$ cat config.mk
export PLATFORM = sky130hd
export DESIGN_NAME = petri_net_dead_marking_check_core
export DESIGN_NICKNAME = d
export VERILOG_FILES = /design/src/design/pnd_pkg.sv /design/src/design/pnd_ctrl.sv /design/src/design/pnd_dpath.sv /design/src/design/petri_net_dead_marking_check_core.sv
export SDC_FILE = /design/constraint.sdc
export NUM_CORES = 2
export LEC_CHECK = 0
export BUFFER_PORTS_ARGS = -buffer_cell sky130_fd_sc_hd__buf_2
export CORE_ASPECT_RATIO = 0.6
export CORE_MARGIN = 5
export CORE_UTILIZATION = 50
export DETAILED_ROUTE_END_ITERATION = 10
export PLACE_DENSITY_LB_ADDON = 0.25
export SLEW_MARGIN = 10
export SYNTH_ARGS = -nofsm -noshare
export SYNTH_HDL_FRONTEND = slang
export SYNTH_SLANG_ARGS = --single-unit
$ cat constraint.sdc
create_clock -name clk_i -period 17.3 [get_ports clk_i]
set_input_delay 2.595 -clock clk_i [delete_from_list [all_inputs] [get_ports clk_i]]
set_output_delay 2.595 -clock clk_i [all_outputs]
set_load 0.01 [all_outputs]
$ cat src/design/pnd_pkg.sv
// shared types and constants for the petri net dead marking checker
// used by pnd_ctrl, pnd_dpath and petri_net_dead_marking_check_core
package pnd_pkg;

  // wide enough for a transition count or place count up to 64
  localparam int unsigned CntW     = 7;
  localparam int unsigned PlaceW   = 32;
  localparam int unsigned TidxW    = 5;
  localparam int unsigned CfgIdxW  = 2;
  localparam int unsigned CfgDataW = 32;
  localparam int unsigned InDataW  = 104;
  localparam int unsigned OutDataW = 16;

  localparam logic [CfgIdxW-1:0] CfgInitMarking = 2'd0;
  localparam logic [CfgIdxW-1:0] CfgPlaceCount  = 2'd1;
  localparam logic [CfgIdxW-1:0] CfgTransCount  = 2'd2;

  localparam logic OpLoad  = 1'b0;
  localparam logic OpCheck = 1'b1;

  typedef enum logic [3:0] {
    StIdle   = 4'b0001,
    StScan   = 4'b0010,
    StDrain  = 4'b0100,
    StFinish = 4'b1000
  } state_e;

  typedef struct packed {
    logic            load_we;
    logic            start;
    logic            rd_en;
    logic [CntW-1:0] rd_addr;
    logic            finish;
  } cmd_t;

  typedef struct packed {
    logic [CntW-1:0] tc_eff;
  } sts_t;

endpackage

$ cat src/design/pnd_ctrl.sv
// controller state machine: item handshakes, table scan sequencing, result slot
// depends on pnd_pkg
module pnd_ctrl (
  input  logic          clk_i,
  input  logic          rst_ni,
  input  logic          s_axis_tvalid,
  output logic          s_axis_tready,
  input  logic          op_i,
  output logic          m_axis_tvalid,
  input  logic          m_axis_tready,
  input  pnd_pkg::sts_t sts_i,
  output pnd_pkg::cmd_t cmd_o
);
  import pnd_pkg::*;

  state_e          state_q, state_d;
  logic [CntW-1:0] t_q, t_d;
  logic            out_valid_q, out_valid_d;
  logic            in_acc;

  assign s_axis_tready = (state_q == StIdle);
  assign m_axis_tvalid = out_valid_q;
  assign in_acc        = s_axis_tvalid & s_axis_tready;

  always_comb begin
    state_d       = state_q;
    t_d           = t_q;
    out_valid_d   = out_valid_q;
    cmd_o         = '0;
    cmd_o.rd_addr = t_q;
    if (out_valid_q && m_axis_tready) begin
      out_valid_d = 1'b0;
    end
    case (state_q)
      StIdle: begin
        if (in_acc) begin
          if (op_i == OpLoad) begin
            cmd_o.load_we = 1'b1;
          end else begin
            cmd_o.start = 1'b1;
            t_d         = '0;
            if (sts_i.tc_eff == '0) begin
              state_d = StFinish;
            end else begin
              state_d = StScan;
            end
          end
        end
      end
      StScan: begin
        cmd_o.rd_en = 1'b1;
        t_d         = t_q + CntW'(1);
        if (t_q == sts_i.tc_eff - CntW'(1)) begin
          state_d = StDrain;
        end
      end
      StDrain: begin
        state_d = StFinish;
      end
      StFinish: begin
        if (!out_valid_q || m_axis_tready) begin
          cmd_o.finish = 1'b1;
          out_valid_d  = 1'b1;
          state_d      = StIdle;
        end
      end
      default: begin
        state_d = StIdle;
      end
    endcase
  end

  always_ff @(posedge clk_i or negedge rst_ni) begin
    if (!rst_ni) begin
      state_q     <= StIdle;
      t_q         <= '0;
      out_valid_q <= 1'b0;
    end else begin
      state_q     <= state_d;
      t_q         <= t_d;
      out_valid_q <= out_valid_d;
    end
  end

endmodule

$ cat src/design/pnd_dpath.sv
// datapath: configuration registers, transition mask memory, enable count and
// final marking evaluation, result register; depends on pnd_pkg
module pnd_dpath #(
  parameter int unsigned MAX_PLACES      = 32,
  parameter int unsigned MAX_TRANSITIONS = 32
) (
  input  logic                           clk_i,
  input  logic                           rst_ni,
  input  pnd_pkg::cmd_t                  cmd_i,
  output pnd_pkg::sts_t                  sts_o,
  input  logic                           cfg_valid_i,
  input  logic [pnd_pkg::CfgIdxW-1:0]    cfg_index_i,
  input  logic [pnd_pkg::CfgDataW-1:0]   cfg_data_i,
  input  logic [pnd_pkg::TidxW-1:0]      trans_idx_i,
  input  logic [pnd_pkg::PlaceW-1:0]     in_mask_i,
  input  logic [pnd_pkg::PlaceW-1:0]     out_mask_i,
  input  logic [pnd_pkg::PlaceW-1:0]     marking_i,
  output logic [5:0]                     enabled_count_o,
  output logic                           is_dead_o,
  output logic                           is_final_o,
  output logic                           is_deadlock_o
);
  import pnd_pkg::*;

  localparam int unsigned IdxW  = (MAX_TRANSITIONS > 1) ? $clog2(MAX_TRANSITIONS) : 1;
  localparam int unsigned PlLim = (MAX_PLACES < PlaceW) ? MAX_PLACES : PlaceW;

  logic [PlaceW-1:0]   init_mark_q;
  logic [5:0]          place_cnt_q;
  logic [5:0]          trans_cnt_q;

  logic [2*PlaceW-1:0] mem [MAX_TRANSITIONS];
  logic [2*PlaceW-1:0] rd_q;
  logic                rd_vld_q;
  logic [CntW-1:0]     widx;

  logic [PlaceW-1:0]   mark_q;
  logic [PlaceW-1:0]   used_q;
  logic [CntW-1:0]     count_q;

  logic [CntW-1:0]     n_places;
  logic [PlaceW-1:0]   pm;
  logic [PlaceW-1:0]   im, om, sinks;
  logic                t_enabled;
  logic                dead, fin;

  logic [5:0]          res_count_q;
  logic                res_dead_q, res_final_q, res_dl_q;

  // configuration
  always_ff @(posedge clk_i or negedge rst_ni) begin
    if (!rst_ni) begin
      init_mark_q <= '0;
      place_cnt_q <= 6'd32;
      trans_cnt_q <= '0;
    end else if (cfg_valid_i) begin
      case (cfg_index_i)
        CfgInitMarking: init_mark_q <= cfg_data_i;
        CfgPlaceCount:  place_cnt_q <= cfg_data_i[5:0];
        CfgTransCount:  trans_cnt_q <= cfg_data_i[5:0];
        default: ;
      endcase
    end
  end

  always_comb begin
    if ({1'b0, trans_cnt_q} > CntW'(MAX_TRANSITIONS)) begin
      sts_o.tc_eff = CntW'(MAX_TRANSITIONS);
    end else begin
      sts_o.tc_eff = {1'b0, trans_cnt_q};
    end
    if ({1'b0, place_cnt_q} > CntW'(PlLim)) begin
      n_places = CntW'(PlLim);
    end else begin
      n_places = {1'b0, place_cnt_q};
    end
    for (int p = 0; p < PlaceW; p++) begin
      pm[p] = (CntW'(p) < n_places);
    end
  end

  // transition mask memory
  assign widx = {{(CntW-TidxW){1'b0}}, trans_idx_i};

  always_ff @(posedge clk_i) begin
    if (cmd_i.load_we && (widx < CntW'(MAX_TRANSITIONS))) begin
      mem[widx[IdxW-1:0]] <= {out_mask_i, in_mask_i};
    end
  end

  always_ff @(posedge clk_i) begin
    if (cmd_i.rd_en) begin
      rd_q <= mem[cmd_i.rd_addr[IdxW-1:0]];
    end
  end

  always_ff @(posedge clk_i or negedge rst_ni) begin
    if (!rst_ni) begin
      rd_vld_q <= 1'b0;
    end else begin
      rd_vld_q <= cmd_i.rd_en;
    end
  end

  // per-entry enable test
  assign im        = rd_q[PlaceW-1:0] & pm;
  assign om        = rd_q[2*PlaceW-1:PlaceW] & pm;
  assign t_enabled = ((im & ~mark_q) == '0) && ((om & ~im & mark_q) == '0);

  always_ff @(posedge clk_i) begin
    if (cmd_i.start) begin
      mark_q  <= marking_i & pm;
      used_q  <= '0;
      count_q <= '0;
    end else if (rd_vld_q) begin
      used_q  <= used_q | im;
      count_q <= count_q + CntW'(t_enabled);
    end
  end

  // final marking test
  assign sinks = pm & ~used_q;
  assign dead  = (count_q == '0);

  always_comb begin
    if (mark_q == '0) begin
      fin = ((init_mark_q & pm) != '0);
    end else begin
      fin = (sinks != '0) && ((mark_q & ~sinks) == '0);
    end
  end

  always_ff @(posedge clk_i) begin
    if (cmd_i.finish) begin
      res_count_q <= count_q[5:0];
      res_dead_q  <= dead;
      res_final_q <= fin;
      res_dl_q    <= dead & ~fin;
    end
  end

  assign enabled_count_o = res_count_q;
  assign is_dead_o       = res_dead_q;
  assign is_final_o      = res_final_q;
  assign is_deadlock_o   = res_dl_q;

endmodule

$ cat src/design/petri_net_dead_marking_check_core.sv
// dead marking checker for a 1-safe petri net; depends on pnd_pkg, pnd_ctrl, pnd_dpath
// load item: written into the mask memory when accepted; loads may follow back to back
// check item: one mask memory read per transition, then a drain state; the result is
//   registered in the finish state once the result slot is free (scan and drain are
//   skipped if the count is zero); the next item is taken only once idle again
// reset: asynchronous active low, resets control state and config registers (place count to 32)
module petri_net_dead_marking_check_core #(
  parameter int unsigned MAX_PLACES      = 32,
  parameter int unsigned MAX_TRANSITIONS = 32
) (
  input  logic                               clk_i,
  input  logic                               rst_ni,
  input  logic                               s_axis_tvalid,
  output logic                               s_axis_tready,
  // transition_index, input_place_mask, output_place_mask, marking_bits
  input  logic [pnd_pkg::InDataW-1:0]        s_axis_tdata,
  // operation
  input  logic                               s_axis_tuser,
  output logic                               m_axis_tvalid,
  input  logic                               m_axis_tready,
  // enabled_count, is_dead, is_final, is_deadlock
  output logic [pnd_pkg::OutDataW-1:0]       m_axis_tdata,
  input  logic                               cfg_valid_i,
  output logic                               cfg_ready_o,
  input  logic [pnd_pkg::CfgIdxW-1:0]        cfg_index_i,
  input  logic [pnd_pkg::CfgDataW-1:0]       cfg_data_i
);
  import pnd_pkg::*;

  cmd_t       cmd;
  sts_t       sts;
  logic [5:0] enabled_count;
  logic       is_dead, is_final, is_deadlock;

  assign cfg_ready_o = 1'b1;

  pnd_ctrl u_ctrl (
    .clk_i         (clk_i),
    .rst_ni        (rst_ni),
    .s_axis_tvalid (s_axis_tvalid),
    .s_axis_tready (s_axis_tready),
    .op_i          (s_axis_tuser),
    .m_axis_tvalid (m_axis_tvalid),
    .m_axis_tready (m_axis_tready),
    .sts_i         (sts),
    .cmd_o         (cmd)
  );

  pnd_dpath #(
    .MAX_PLACES      (MAX_PLACES),
    .MAX_TRANSITIONS (MAX_TRANSITIONS)
  ) u_dpath (
    .clk_i           (clk_i),
    .rst_ni          (rst_ni),
    .cmd_i           (cmd),
    .sts_o           (sts),
    .cfg_valid_i     (cfg_valid_i),
    .cfg_index_i     (cfg_index_i),
    .cfg_data_i      (cfg_data_i),
    .trans_idx_i     (s_axis_tdata[4:0]),
    .in_mask_i       (s_axis_tdata[36:5]),
    .out_mask_i      (s_axis_tdata[68:37]),
    .marking_i       (s_axis_tdata[100:69]),
    .enabled_count_o (enabled_count),
    .is_dead_o       (is_dead),
    .is_final_o      (is_final),
    .is_deadlock_o   (is_deadlock)
  );

  assign m_axis_tdata = {7'b0, is_deadlock, is_final, is_dead, enabled_count};

endmodule

==> out/results.txt <==
Post-layout nets: 4146
CTS Root Cell: clkbuf_16
Crit path max-delay family: buffers and inverters
DIE AREA: 182000 sq um
kind of critical path: register to register
Synth area leaders: edfxtp_1, mux4_2, dfrtp_1, mux2_2, dfxtp_1
placed cell areas: 90400 sq um
Final GP Congestion: 0.959
clk slew on worst S/H paths: 0.07 ns
stages on the worst setup path: 7
post-synth top area share: 0.747
Cells after Synth: 3735
syn_area_per_cell: 23.2 sq um
Die Span X: 547 microns
CTS tree: yes
Die Ht: 332 microns
number of I/O port buffers: 151
outcome: completed
met1 usage: 0.368
Final period util: 0.355
post-CTS setup repair buffer count: 0
reg2reg path depth: 7
global-route usage over all layers: 0.242
CP Max Fanout: 46
Worst Max-Slew Pin Slew: 1.23 ns
worst-path cell chain: buf_4 -> buf_4 -> buf_4 -> buf_4 -> mux4_2 -> mux4_2 -> mux2_2
hold_buf cts: 0
core region area: 172000 sq um
Post-synth top flop: edfxtp_1
setup TNS: 0 ns
Pwr Density: 136 nW/um^2
via count: 41800
htree depth: 4
final hold violation count: 0
DRC Markers: 0
Starting Density: 0.503
busiest grt layer: met1
Top Ports: 163
largest net degree at the start of global routing: 145
vias per inst: 6.47
# rows: 118
Fin Clk Skew: 0.0424 ns
total CTS buffers: 202
sequential share of the synthesized area: 0.772
Area growth syn-to-layout: 11.7%
Resized Gates After CTS: 0
required time of the worst setup path: 17.84 ns
Largest stage delay, worst path: 0.87 ns
Setup crit end kind: register
WL final: 223000 microns
Max Fclk: 163 MHz
vias in the first global route: 40800
sw frac: 0.254
Gate power share: 0.189
total number of yosys warnings: 0
Buf/Inv on CP: 4
number of synthesized flops with an enable pin: 2153
Net Switching: 3340 uW
maximum VDD drop: 0.113 mV
most frequent CP cell: buf_4
global-route wire length before repair: 312000 microns
crit path time final: 6.15 ns
most frequent cells in the layout: edfxtp_1, mux4_2, clkbuf_16
commonest non-fill, non-tap cell in the layout: edfxtp_1
hold depth: 2
RSZ-0062 raised after global routing: false
Critical-path top delay cell: buf_4
final setup violating endpoints: 0
CTS Buffer Depth: 4
Design Area, Final: 96700 sq um
clock share of power: 0.333
Clock Latency Late Sink: 0.84 ns
layout cells sized above 1: 0.321
GR Overflow Total: 0
Final HPWL DP: 124000 microns
Slew Viols, Final: 0
WP data arrival: 6.68 ns
flops & latches, synth: 2249
M2 GR Usage: 0.341
leakage power: 0.0296 uW
post-synthesis async set-or-reset flop share: 0.0253
P_int: 9820 uW
sequential power share: 0.478
hold crit path type: register to register
max_slew headroom: 0.181
Max-Cap Viols: 0
Final ANT Viol Nets: 0
initial antenna violation count: 40
cell area after synthesis: 86600 sq um
M3 GR Usage: 0.0797
leading area contributor after synthesis: edfxtp_1
Sink Count: 2249
drt first pass iters: 7
DR WL/cell: 34.5 microns
initial drt markers: 5905
post-synth cell types: 81
CP Launch Type: register
-- state kept, by name, summed over array words and instances (netlist names) --
signal                   count
u_ctrl.t_q                   7
u_dpath.is_dead_o            1
u_dpath.mem               2048
u_dpath.count_q              7
u_dpath.is_final_o           1
u_ctrl.state_q               4
u_dpath.used_q              32
u_ctrl.m_axis_tvalid         1
u_dpath.trans_cnt_q          6
u_dpath.enabled_count_o      6
u_dpath.place_cnt_q          6
u_dpath.init_mark_q         32
u_dpath.rd_vld_q             1
u_dpath.is_deadlock_o        1
u_dpath.rd_q                64
u_dpath.mark_q              32
-- cells by family after synthesis --
logic type,Yosys count,share of synthesized area
flops,2249,0.772
mux,752,0.181
simple gates,323,0.0195
buf+inv,214,0.0116
compound gates,177,0.0138
xor+xnor,14,0.00142
fa+ha+maj,4,0.000578
other cells,2,0.0000867
-- power groups by stage --
stage	logic (uW)	clock network [uW]	registers, uW
2_1_floorplan	1870	0	6300
3_3_place_gp	2480	0	6400
3_5_place_dp	2500	0	6400
4_1_cts	2510	4440	6290
5_1_grt	2660	4680	6300
6_report	2490	4380	6290
-- worst reg2reg max path, stage by stage (launching register included) --
cell     delay [ns]
dfrtp_4        0.81
buf_4          0.74
buf_4          0.87
buf_4          0.89
buf_4          0.91
mux4_2         0.69
mux4_2         0.58
mux2_2         0.37
-- metal layers --
layer | vias to the layer above | part of all wire
met2 | 2488 | 0.43
met3 | 399 | 0.13
met1 | 22400 | 0.41
met4 | 18 | 0.028
met5 | - | 0.00060
li1 | 16500 | -
-- final timing paths --
path / from / endpoint / slack, ns
min reg2reg: u_dpath.used_q[26] / u_dpath.used_q[26] / 0.47
max: u_ctrl.t_q[0] / u_dpath.rd_q[42] / 11.15
max in group asynchronous: rst_ni / u_ctrl.t_q[3] / 14.80
min in group asynchronous: rst_ni / u_ctrl.m_axis_tvalid / 1.88
max reg2reg: u_ctrl.t_q[0] / u_dpath.rd_q[42] / 11.15
min: u_dpath.used_q[26] / u_dpath.used_q[26] / 0.47
-- stage by stage --
stage / power [uW] / instances / setup slack, ns / hold slack, ns / utilization
floorplan: 8170 / 3741 / 11.06 / 0.428 / -
global placement: 8880 / 6074 / 10.93 / 0.441 / 0.524
detailed placement: 8910 / 6074 / 10.93 / 0.449 / 0.524
CTS: 13200 / 6434 / 10.91 / 0.464 / 0.561
global route: 13600 / 6438 / 10.52 / 0.482 / 0.561
finish: 13200 / 6451 / 11.15 / 0.466 / 0.561
-- cell usage after synthesis (all sizes together), types with 13 or more instances --
cell type	instances
edfxtp	2153
mux4	640
buf	114
mux2	110
nor2	97
clkbuf	86
nand2	71
dfrtp	55
dfxtp	39
a31oi	37
o21ai	36
and2	27
a21oi	22
nor4	19
inv	14
a211oi	13
nand4	13
-- area by class of cell --
class                           instances  area, sq um
Clock buffer                          249         5340
Antenna cell                           17         42.5
Clock inverter                        111          993
Sequential cell                      2249        66900
Inverter                               14         52.6
Fill cell                           12400        75600
Multi-Input combinational cell       1278        19000
Timing Repair Buffer                  253         1560
Tap cell                             2280         2850
Power figures use the tool's default switching activity.
